===== src/sv/sbf_pkg.sv =====
// Package with types and codes shared by the sender blocklist filter.
package sbf_pkg;

  localparam logic [1:0] REQ_FRAME  = 2'd0;
  localparam logic [1:0] REQ_ADD    = 2'd1;
  localparam logic [1:0] REQ_REMOVE = 2'd2;

  localparam logic [3:0] ST_DELIVER     = 4'd0;
  localparam logic [3:0] ST_BLOCKED     = 4'd1;
  localparam logic [3:0] ST_FRAME_ERROR = 4'd2;
  localparam logic [3:0] ST_NO_FRAME    = 4'd3;
  localparam logic [3:0] ST_ADDED       = 4'd4;
  localparam logic [3:0] ST_FULL        = 4'd5;
  localparam logic [3:0] ST_ALREADY     = 4'd6;
  localparam logic [3:0] ST_REMOVED     = 4'd7;
  localparam logic [3:0] ST_NOT_LISTED  = 4'd8;

  typedef enum logic [1:0] {
    S_IDLE,
    S_SCAN,
    S_DRAIN,
    S_DECIDE
  } state_e;

  typedef struct packed {
    logic start;
    logic scan;
    logic commit;
  } cmd_t;

  typedef struct packed {
    logic scan_last;
    logic out_free;
  } stat_t;

endpackage


===== src/sv/sbf_ram.sv =====
// Generic single write port RAM with a registered read port.
module sbf_ram #(
  parameter int Width = 16,
  parameter int Depth = 16,
  localparam int AddrW = (Depth > 1) ? $clog2(Depth) : 1
) (
  input  logic             clk_i,
  input  logic             we_i,
  input  logic [AddrW-1:0] waddr_i,
  input  logic [Width-1:0] wdata_i,
  input  logic [AddrW-1:0] raddr_i,
  output logic [Width-1:0] rdata_o
);

  logic [Width-1:0] mem_q [Depth];
  logic [Width-1:0] rdata_q;

  always_ff @(posedge clk_i) begin
    if (we_i) begin
      mem_q[waddr_i] <= wdata_i;
    end
    rdata_q <= mem_q[raddr_i];
  end

  assign rdata_o = rdata_q;

endmodule


===== src/sv/sbf_datapath.sv =====
// Datapath of the sender blocklist filter: table, scan compare and result register.
module sbf_datapath #(
  parameter int LIST_ENTRIES = 16
) (
  input  logic           clk_i,
  input  logic           rst_ni,
  input  logic           cfg_we_i,
  input  logic [7:0]     cfg_wdata_i,
  input  logic [1:0]     req_type_i,
  input  logic [15:0]    item_address_i,
  input  logic [7:0]     frame_protocol_i,
  input  logic           frame_present_i,
  input  sbf_pkg::cmd_t  cmd_i,
  output sbf_pkg::stat_t stat_o,
  input  logic           out_stall_i,
  output logic           out_valid_o,
  output logic [3:0]     status_o
);

  import sbf_pkg::*;

  localparam int IdxW = (LIST_ENTRIES > 1) ? $clog2(LIST_ENTRIES) : 1;

  logic [7:0]              proto_code_q;
  logic [1:0]              req_q;
  logic [15:0]             addr_q;
  logic [7:0]              proto_q;
  logic                    present_q;
  logic [IdxW-1:0]         rd_idx_q;
  logic                    cmp_en_q;
  logic [IdxW-1:0]         cmp_idx_q;
  logic                    cmp_vld_q;
  logic                    match_found_q;
  logic [IdxW-1:0]         match_slot_q;
  logic                    free_found_q;
  logic [IdxW-1:0]         free_slot_q;
  logic [LIST_ENTRIES-1:0] valid_q;
  logic                    out_valid_q;
  logic [3:0]              status_q;
  logic [3:0]              status_d;
  logic [15:0]             ram_rdata;
  logic [15:0]             entry;
  logic                    ram_we;
  logic                    rm_en;

  sbf_ram #(
    .Width(16),
    .Depth(LIST_ENTRIES)
  ) u_ram (
    .clk_i  (clk_i),
    .we_i   (ram_we),
    .waddr_i(free_slot_q),
    .wdata_i(addr_q),
    .raddr_i(rd_idx_q),
    .rdata_o(ram_rdata)
  );

  assign entry = cmp_vld_q ? ram_rdata : 16'd0;

  always_comb begin
    case (req_q)
      REQ_FRAME: begin
        if (!present_q) begin
          status_d = ST_NO_FRAME;
        end else if (match_found_q) begin
          status_d = ST_BLOCKED;
        end else if (proto_q == proto_code_q) begin
          status_d = ST_DELIVER;
        end else begin
          status_d = ST_FRAME_ERROR;
        end
      end
      REQ_ADD: begin
        if (match_found_q) begin
          status_d = ST_ALREADY;
        end else if (free_found_q) begin
          status_d = ST_ADDED;
        end else begin
          status_d = ST_FULL;
        end
      end
      REQ_REMOVE: begin
        status_d = match_found_q ? ST_REMOVED : ST_NOT_LISTED;
      end
      default: begin
        status_d = ST_NO_FRAME;
      end
    endcase
  end

  assign ram_we = cmd_i.commit && (req_q == REQ_ADD) && !match_found_q && free_found_q;
  assign rm_en  = cmd_i.commit && (req_q == REQ_REMOVE) && match_found_q;

  always_ff @(posedge clk_i) begin
    if (cmd_i.start) begin
      req_q     <= req_type_i;
      addr_q    <= item_address_i;
      proto_q   <= frame_protocol_i;
      present_q <= frame_present_i;
    end
    cmp_idx_q <= rd_idx_q;
    cmp_vld_q <= valid_q[rd_idx_q];
    if (cmd_i.commit) begin
      status_q <= status_d;
    end
  end

  always_ff @(posedge clk_i or negedge rst_ni) begin
    if (!rst_ni) begin
      proto_code_q  <= 8'd0;
      rd_idx_q      <= '0;
      cmp_en_q      <= 1'b0;
      match_found_q <= 1'b0;
      match_slot_q  <= '0;
      free_found_q  <= 1'b0;
      free_slot_q   <= '0;
      valid_q       <= '0;
      out_valid_q   <= 1'b0;
    end else begin
      if (cfg_we_i) begin
        proto_code_q <= cfg_wdata_i;
      end
      cmp_en_q <= cmd_i.scan;
      if (cmd_i.start) begin
        rd_idx_q      <= '0;
        match_found_q <= 1'b0;
        free_found_q  <= 1'b0;
      end else begin
        if (cmd_i.scan && !stat_o.scan_last) begin
          rd_idx_q <= rd_idx_q + 1'b1;
        end
        if (cmp_en_q && !match_found_q && (entry == addr_q)) begin
          match_found_q <= 1'b1;
          match_slot_q  <= cmp_idx_q;
        end
        if (cmp_en_q && !free_found_q && (entry == 16'd0)) begin
          free_found_q <= 1'b1;
          free_slot_q  <= cmp_idx_q;
        end
      end
      if (ram_we) begin
        valid_q[free_slot_q] <= 1'b1;
      end
      if (rm_en) begin
        valid_q[match_slot_q] <= 1'b0;
      end
      if (cmd_i.commit) begin
        out_valid_q <= 1'b1;
      end else if (!out_stall_i) begin
        out_valid_q <= 1'b0;
      end
    end
  end

  assign stat_o.scan_last = (rd_idx_q == IdxW'(LIST_ENTRIES - 1));
  assign stat_o.out_free  = !out_valid_q || !out_stall_i;
  assign out_valid_o      = out_valid_q;
  assign status_o         = status_q;

endmodule


===== src/sv/sbf_ctrl.sv =====
// Controller state machine of the sender blocklist filter.
module sbf_ctrl (
  input  logic           clk_i,
  input  logic           rst_ni,
  input  logic           in_valid_i,
  output logic           in_stall_o,
  input  sbf_pkg::stat_t stat_i,
  output sbf_pkg::cmd_t  cmd_o
);

  import sbf_pkg::*;

  state_e state_q;
  state_e state_d;

  always_ff @(posedge clk_i or negedge rst_ni) begin
    if (!rst_ni) begin
      state_q <= S_IDLE;
    end else begin
      state_q <= state_d;
    end
  end

  always_comb begin
    state_d    = state_q;
    cmd_o      = '0;
    in_stall_o = 1'b1;
    case (state_q)
      S_IDLE: begin
        in_stall_o = 1'b0;
        if (in_valid_i) begin
          cmd_o.start = 1'b1;
          state_d     = S_SCAN;
        end
      end
      S_SCAN: begin
        cmd_o.scan = 1'b1;
        if (stat_i.scan_last) begin
          state_d = S_DRAIN;
        end
      end
      S_DRAIN: begin
        state_d = S_DECIDE;
      end
      S_DECIDE: begin
        if (stat_i.out_free) begin
          cmd_o.commit = 1'b1;
          state_d      = S_IDLE;
        end
      end
      default: begin
        state_d = S_IDLE;
      end
    endcase
  end

endmodule


===== src/sv/sender_blocklist_filter.sv =====
// Each transaction is accepted in the idle state, then scanned against the table RAM one
// entry per cycle, then passed through the drain and decide steps of the controller; no
// new transaction is taken until the last one has been committed.
// A waiting result sits in an output register while the next transaction is taken.
// Reset clears the table at once through per-entry valid bits and sets the protocol code to 0.
module sender_blocklist_filter #(
  parameter int LIST_ENTRIES = 16
) (
  input  logic        clk_i,
  input  logic        rst_ni,
  input  logic        cfg_we_i,
  input  logic [7:0]  cfg_wdata_i,
  input  logic        in_valid_i,
  output logic        in_stall_o,
  input  logic [1:0]  req_type_i,
  input  logic [15:0] item_address_i,
  input  logic [7:0]  frame_protocol_i,
  input  logic        frame_present_i,
  output logic        out_valid_o,
  input  logic        out_stall_i,
  output logic [3:0]  status_o
);

  import sbf_pkg::*;

  cmd_t  cmd;
  stat_t stat;

  sbf_ctrl u_ctrl (
    .clk_i     (clk_i),
    .rst_ni    (rst_ni),
    .in_valid_i(in_valid_i),
    .in_stall_o(in_stall_o),
    .stat_i    (stat),
    .cmd_o     (cmd)
  );

  sbf_datapath #(
    .LIST_ENTRIES(LIST_ENTRIES)
  ) u_dp (
    .clk_i           (clk_i),
    .rst_ni          (rst_ni),
    .cfg_we_i        (cfg_we_i),
    .cfg_wdata_i     (cfg_wdata_i),
    .req_type_i      (req_type_i),
    .item_address_i  (item_address_i),
    .frame_protocol_i(frame_protocol_i),
    .frame_present_i (frame_present_i),
    .cmd_i           (cmd),
    .stat_o          (stat),
    .out_stall_i     (out_stall_i),
    .out_valid_o     (out_valid_o),
    .status_o        (status_o)
  );

endmodule


===== config.mk =====
export PLATFORM = sky130hd
export DESIGN_NAME = sender_blocklist_filter
export DESIGN_NICKNAME = d
export VERILOG_FILES = /design/src/sv/sbf_pkg.sv /design/src/sv/sbf_ram.sv /design/src/sv/sbf_datapath.sv /design/src/sv/sbf_ctrl.sv /design/src/sv/sender_blocklist_filter.sv
export SDC_FILE = /design/constraint.sdc
export NUM_CORES = 1
export LEC_CHECK = 0
export BUFFER_PORTS_ARGS = -buffer_cell sky130_fd_sc_hd__buf_2
export CELL_PAD_IN_SITES_DETAIL_PLACEMENT = 2
export CELL_PAD_IN_SITES_GLOBAL_PLACEMENT = 2
export CORE_MARGIN = 2
export CORE_UTILIZATION = 49
export CTS_CLUSTER_DIAMETER = 40
export CTS_CLUSTER_SIZE = 14
export DETAILED_ROUTE_END_ITERATION = 12
export MAX_ROUTING_LAYER = met4
export PLACE_DENSITY_LB_ADDON = 0.1
export SYNTH_ARGS = -nofsm -noshare
export SYNTH_HDL_FRONTEND = slang
export SYNTH_SLANG_ARGS = --single-unit

===== constraint.sdc =====
create_clock -name clk_i -period 3.6 [get_ports clk_i]
set_clock_uncertainty 0.1 [all_clocks]
set_input_delay 1.08 -clock clk_i [delete_from_list [all_inputs] [get_ports clk_i]]
set_output_delay 1.08 -clock clk_i [all_outputs]
set_load 0.1 [all_outputs]

==> impl_summary.log <==
[metrics] utilization of the core after routing: around 60%
[metrics] startpoint of the worst setup timing path: u_ctrl.state_q[0]$_DFFE_PN0P_
[metrics] buffer depth of the longest clock path: 3
[metrics] syn nets: just under 700
[metrics] arrival time at the worst endpoint: 1.74 ns
[metrics] library cells used by synthesis: 55
[metrics] post-synthesis simple-gate area fraction: under 10%
[metrics] min Tclk post-route: approximately 2.9 ns
[metrics] final RePlAce weighted congestion: approximately 0.8
[metrics] number of antenna violations at the first check in global routing: 0
[metrics] actual slew at the worst max-slew pin: 1.03 ns
[metrics] global-route total usage across every layer: around a quarter
[metrics] clock sink total: 350
[metrics] Fmax achieved: about 340 MHz
[metrics] wire length of the first global-routing pass: ~52 mm
[metrics] Worst Min Path Start: u_dp.cmp_idx_q[1]$_DFF_P_
[metrics] setup TNS after final layout: 0 ns
[metrics] root buffer cell: clkbuf_16
[metrics] Adder-Cell Fraction of Synth Area: less than 1%
[metrics] post-route fraction of the period consumed by the critical path: about 81%
[metrics] clock network latency to the later pin of the worst-skew pair: between 0.5 and 0.6 ns
[metrics] overall overflow remaining after global route: 0
[metrics] Synth Area in XOR/XNOR: less than 1%
[metrics] post-synthesis sequential area ratio: 75.1%
[metrics] Clock Power Share: between 30 and 40%
[metrics] number of nets at the end of the flow: ~800
[metrics] cell count after placement: approximately 1,100
[metrics] share of cells above drive strength 1: a little over a third
[metrics] area delta synth->final: 17.5%
[metrics] Switching Share: approximately 29%
[metrics] leakage power figure: ~5.4 nW
[metrics] number of buffers added for setup after CTS: 0
[metrics] kind of path behind the tightest hold check: reg -> reg
[metrics] RSZ-0062 raised after global routing: no
[metrics] floorplan core area: between 0.02 and 0.03 sq mm
[metrics] horizontal extent of the die: around 170 microns
[metrics] Syn Inst Count: 644
[metrics] reported max-cap violation count: 0
[metrics] worst slew margin relative to its limit: around a third
[metrics] final setup violating endpoints: 0
[metrics] # diodes: 0
[metrics] Syn. warnings: 0
[metrics] area of all placed cells without fillers: 0.0158 sq mm
[metrics] Site Rows: 60
[metrics] complex-gate fraction of the synthesized area: 2.59%
[metrics] run status: finished clean
[metrics] count of hold buffers inserted by post-cts repair: 0
[metrics] Setup Crit Path Kind: reg -> out
[metrics] Most used DFF post-synth: edfxtp_1
[metrics] highest net fanout along the worst path: 4
[metrics] effective utilization at floorplan: approximately 50%
[metrics] Total Die Area: approximately 0.029 sq mm
[metrics] wirelength, routed: about 35 mm
[metrics] area after detailed placement: 0.0143 sq mm
[metrics] clock buffer count from CTS: between 40 and 50
[metrics] kind of capture point of the worst setup path: output pin
[metrics] post-cts sizing count: 0
[metrics] max-slew violation total from the final report: 0
[metrics] cells traversed along the worst timing path: inv_1, ha_1, inv_1, buf_2
[metrics] combinational share of power: approximately a fifth
[metrics] register clock-pin slew on the reported worst setup and hold paths: approximately 0.06 ns
[metrics] Req. time, crit path: between 2 and 2.5 ns
[metrics] TritonCTS clock tree: yes
[metrics] via count of the routed design: slightly below 7,000
[metrics] final hold violation count: 0
[metrics] violation count after the first detailed-route iteration: 630
[metrics] synthesized flop and latch total: between 300 and 400
[metrics] startpoint kind of the worst setup timing path: flop
[metrics] Chip Height: ~170 microns
[metrics] Seq pwr share: approximately 44%
[metrics] Int Power: 8.54 mW
[metrics] number of global-route vias before repair: 7,647
[metrics] largest net degree at the start of global routing: between 40 and 50
[metrics] launching point of the worst reg2reg path: u_dp.addr_q[5]$_DFFE_PP_
[metrics] fraction of registers with async set or reset after synthesis: a little under an eighth
[metrics] total power per unit cell area: between 700 and 800 mW/mm^2
[metrics] number of synthesized flops with an enable pin: 287
[metrics] Detailed Place HPWL: roughly 22 mm
[metrics] count of non-filler cells in the finished layout: about 1,100
[metrics] largest voltage drop on the vdd net: around 0.00045 V
[metrics] standard cell with the maximum stage delay on the critical path: buf_2
[metrics] largest family of logic cells by synthesized area: multiplexers
[metrics] maximum level of the CTS H-tree: 2
[metrics] synthesized area per cell: 20.9 sq um
[metrics] max incr delay on CP: ~0.42 ns
[metrics] Boundary Pins: 46
[metrics] Remaining DRCs: 0
[metrics] total net switching power: approximately 3.5 mW
[metrics] port buffer count: 45
[metrics] First-pass DRT Iterations: 5
[metrics] most frequent cell on the critical path: inv_1
[metrics] post-DR wirelength/cell: around 31 microns
[metrics] mux cell area share after synthesis: 15.7%
[metrics] DRT antenna net count: 0
[metrics] mapped cell area: about 0.013 sq mm
[metrics] mean number of vias per cell: approximately 6.1
==> layer usage <==
metal / routed length [microns] / vias to the layer above / global-route usage, % / part of all wire, %
met5: 0 / - / - / 0
met4: 783 / 0 / 7.28 / 2.3
met3: 1970 / 59 / 4.57 / 5.7
met2: 17000 / 248 / 41.1 / 49
met1: 14800 / 3685 / 35.3 / 43
li1: - / 2866 / - / -
==> cells in the final DEF (no fill, tap or decap), types with 4 or more instances in the layout <==
| cell type | netlist | layout |
|---|---|---|
| dfxtp_1 | 21 | 21 |
| a2bb2oi_1 | 11 | 11 |
| a21oi_1 | 4 | 4 |
| edfxtp_1 | 287 | 287 |
| nor4_1 | 7 | 7 |
| mux2_1 | 4 | 4 |
| clkinv_1 | 0 | 5 |
| dfrtp_1 | 42 | 40 |
| buf_2 | 4 | 45 |
| inv_1 | 20 | 19 |
| mux2_2 | 12 | 12 |
| nand4_1 | 5 | 5 |
| nand2_1 | 9 | 9 |
| o22ai_1 | 4 | 4 |
| o21ai_0 | 7 | 7 |
| nor2_1 | 28 | 19 |
| nand2b_1 | 7 | 7 |
| clkinv_2 | 0 | 7 |
| xnor2_1 | 10 | 10 |
| clkinvlp_4 | 0 | 6 |
| nor2_2 | 3 | 12 |
| inv_6 | 0 | 6 |
| bufinv_16 | 0 | 4 |
| mux4_2 | 85 | 85 |
| ha_1 | 6 | 6 |
| clkbuf_16 | 0 | 45 |
| nand3_1 | 4 | 4 |
| buf_4 | 0 | 43 |
| o32a_1 | 4 | 4 |
==> cell families (layout without fill, tap and decap cells) <==
kind of cell | count (synthesis) | after routing
adders and majority gates | 6 | 6
buffers and inverters | 45 | 191
xor gates and xnor gates | 12 | 12
DFF | 350 | 350
and+or+nand+nor | 83 | 83
AOI/OAI and AO/OA | 45 | 45
muxes | 103 | 103
==> worst max-delay path: cells and delay by family, from the launching register on <==
family	cells	cell delay (ns)
adder cells (fa/ha/maj)	1	0.22
buffers and inverters	3	0.60
flip-flops	1	0.38
==> power by group through the flow <==
stage          Combinational, mW  Clock [mW]  Sequential, mW
6_report                    2.36        4.36            5.29
5_1_grt                     2.54        4.56            5.34
4_1_cts                     2.40        4.42            5.29
3_5_place_dp                2.38           0            5.36
3_3_place_gp                2.29           0            5.32
2_1_floorplan               1.70           0            5.24
==> Yosys cell counts, types with 2 or more instances <==
| cell | n | area, sq um |
|---|---|---|
| a22oi_1 | 2 | 15.0 |
| o21ai_0 | 7 | 35.0 |
| inv_1 | 20 | 75.1 |
| o22ai_1 | 4 | 25.0 |
| nand2_1 | 9 | 33.8 |
| ha_1 | 6 | 75.1 |
| xnor2_1 | 10 | 87.6 |
| mux2i_1 | 2 | 20.0 |
| a21oi_1 | 4 | 20.0 |
| nand2b_1 | 7 | 43.8 |
| buf_2 | 4 | 20.0 |
| nand4_1 | 5 | 31.3 |
| clkbuf_1 | 10 | 37.5 |
| dfrtp_1 | 42 | 1050 |
| dfxtp_1 | 21 | 420 |
| edfxtp_1 | 287 | 8620 |
| nand3b_1 | 3 | 22.5 |
| nand3_1 | 4 | 20.0 |
| nor2_1 | 28 | 105 |
| a2bb2oi_1 | 11 | 96.3 |
| xor2_1 | 2 | 17.5 |
| buf_6 | 7 | 78.8 |
| inv_2 | 2 | 7.51 |
| mux4_2 | 85 | 1910 |
| a22o_1 | 2 | 17.5 |
| nor3_1 | 6 | 30.0 |
| nor4_1 | 7 | 43.8 |
| mux2_2 | 12 | 135 |
| mux2_1 | 4 | 45.0 |
| o32a_1 | 4 | 40.0 |
| nor2_2 | 3 | 18.8 |
==> sequential cells by signal, summed over array words and instances, names as in the netlist <==
register and flops:
u_dp.proto_q 8, u_dp.present_q 1, u_dp.match_found_q 1, u_dp.proto_code_q 8, u_dp.u_ram.rdata_o 16, u_dp.out_valid_o 1, u_dp.cmp_vld_q 1, u_dp.cmp_en_q 1
u_dp.match_slot_q 4, u_dp.req_q 2, u_dp.cmp_idx_q 4, u_dp.free_found_q 1, u_dp.u_ram.mem_q 256, u_dp.rd_idx_q 4, u_dp.free_slot_q 4, u_ctrl.state_q 2
u_dp.addr_q 16, u_dp.valid_q 16, u_dp.status_o 4
==> area by class of cell <==
cell class	count	area, sq um
Multi-Input combinational cell	249	3150
Inverter	22	82.6
Sequential cell	350	10100
Timing Repair Buffer	90	588
Clock inverter	31	305
Clock buffer	48	1150
Tap cell	341	427
Fill cell	2142	11200
==> worst paths after layout <==
check | to | slack, ns | cells past startpoint
max in group asynchronous | u_dp.rd_idx_q[0]$_DFFE_PN0P_ | 2.01 | 1
worst max register to register | u_dp.match_slot_q[2]$_DFFE_PN0P_ | 0.95 | 5
min in group asynchronous | u_dp.valid_q[2]$_DFF_PN0_ | 0.61 | 1
worst min-delay path | u_dp.match_slot_q[1]$_DFFE_PN0P_ | 0.39 | 1
worst max-delay path | in_stall_o | 0.68 | 4
worst min register to register | u_dp.match_slot_q[1]$_DFFE_PN0P_ | 0.39 | 1
==> through the flow <==
step / hold slack, ns / worst slack [ns] / power [mW]
after floorplan: 0.242 / 0.256 / 6.93
after detailed placement: 0.374 / 0.554 / 7.74
after global placement: 0.352 / 0.649 / 7.60
after global routing: 0.419 / 0.606 / 12.4
after CTS: 0.386 / 0.656 / 12.1
final: 0.386 / 0.684 / 12.0
Power figures use the tool's default switching activity.
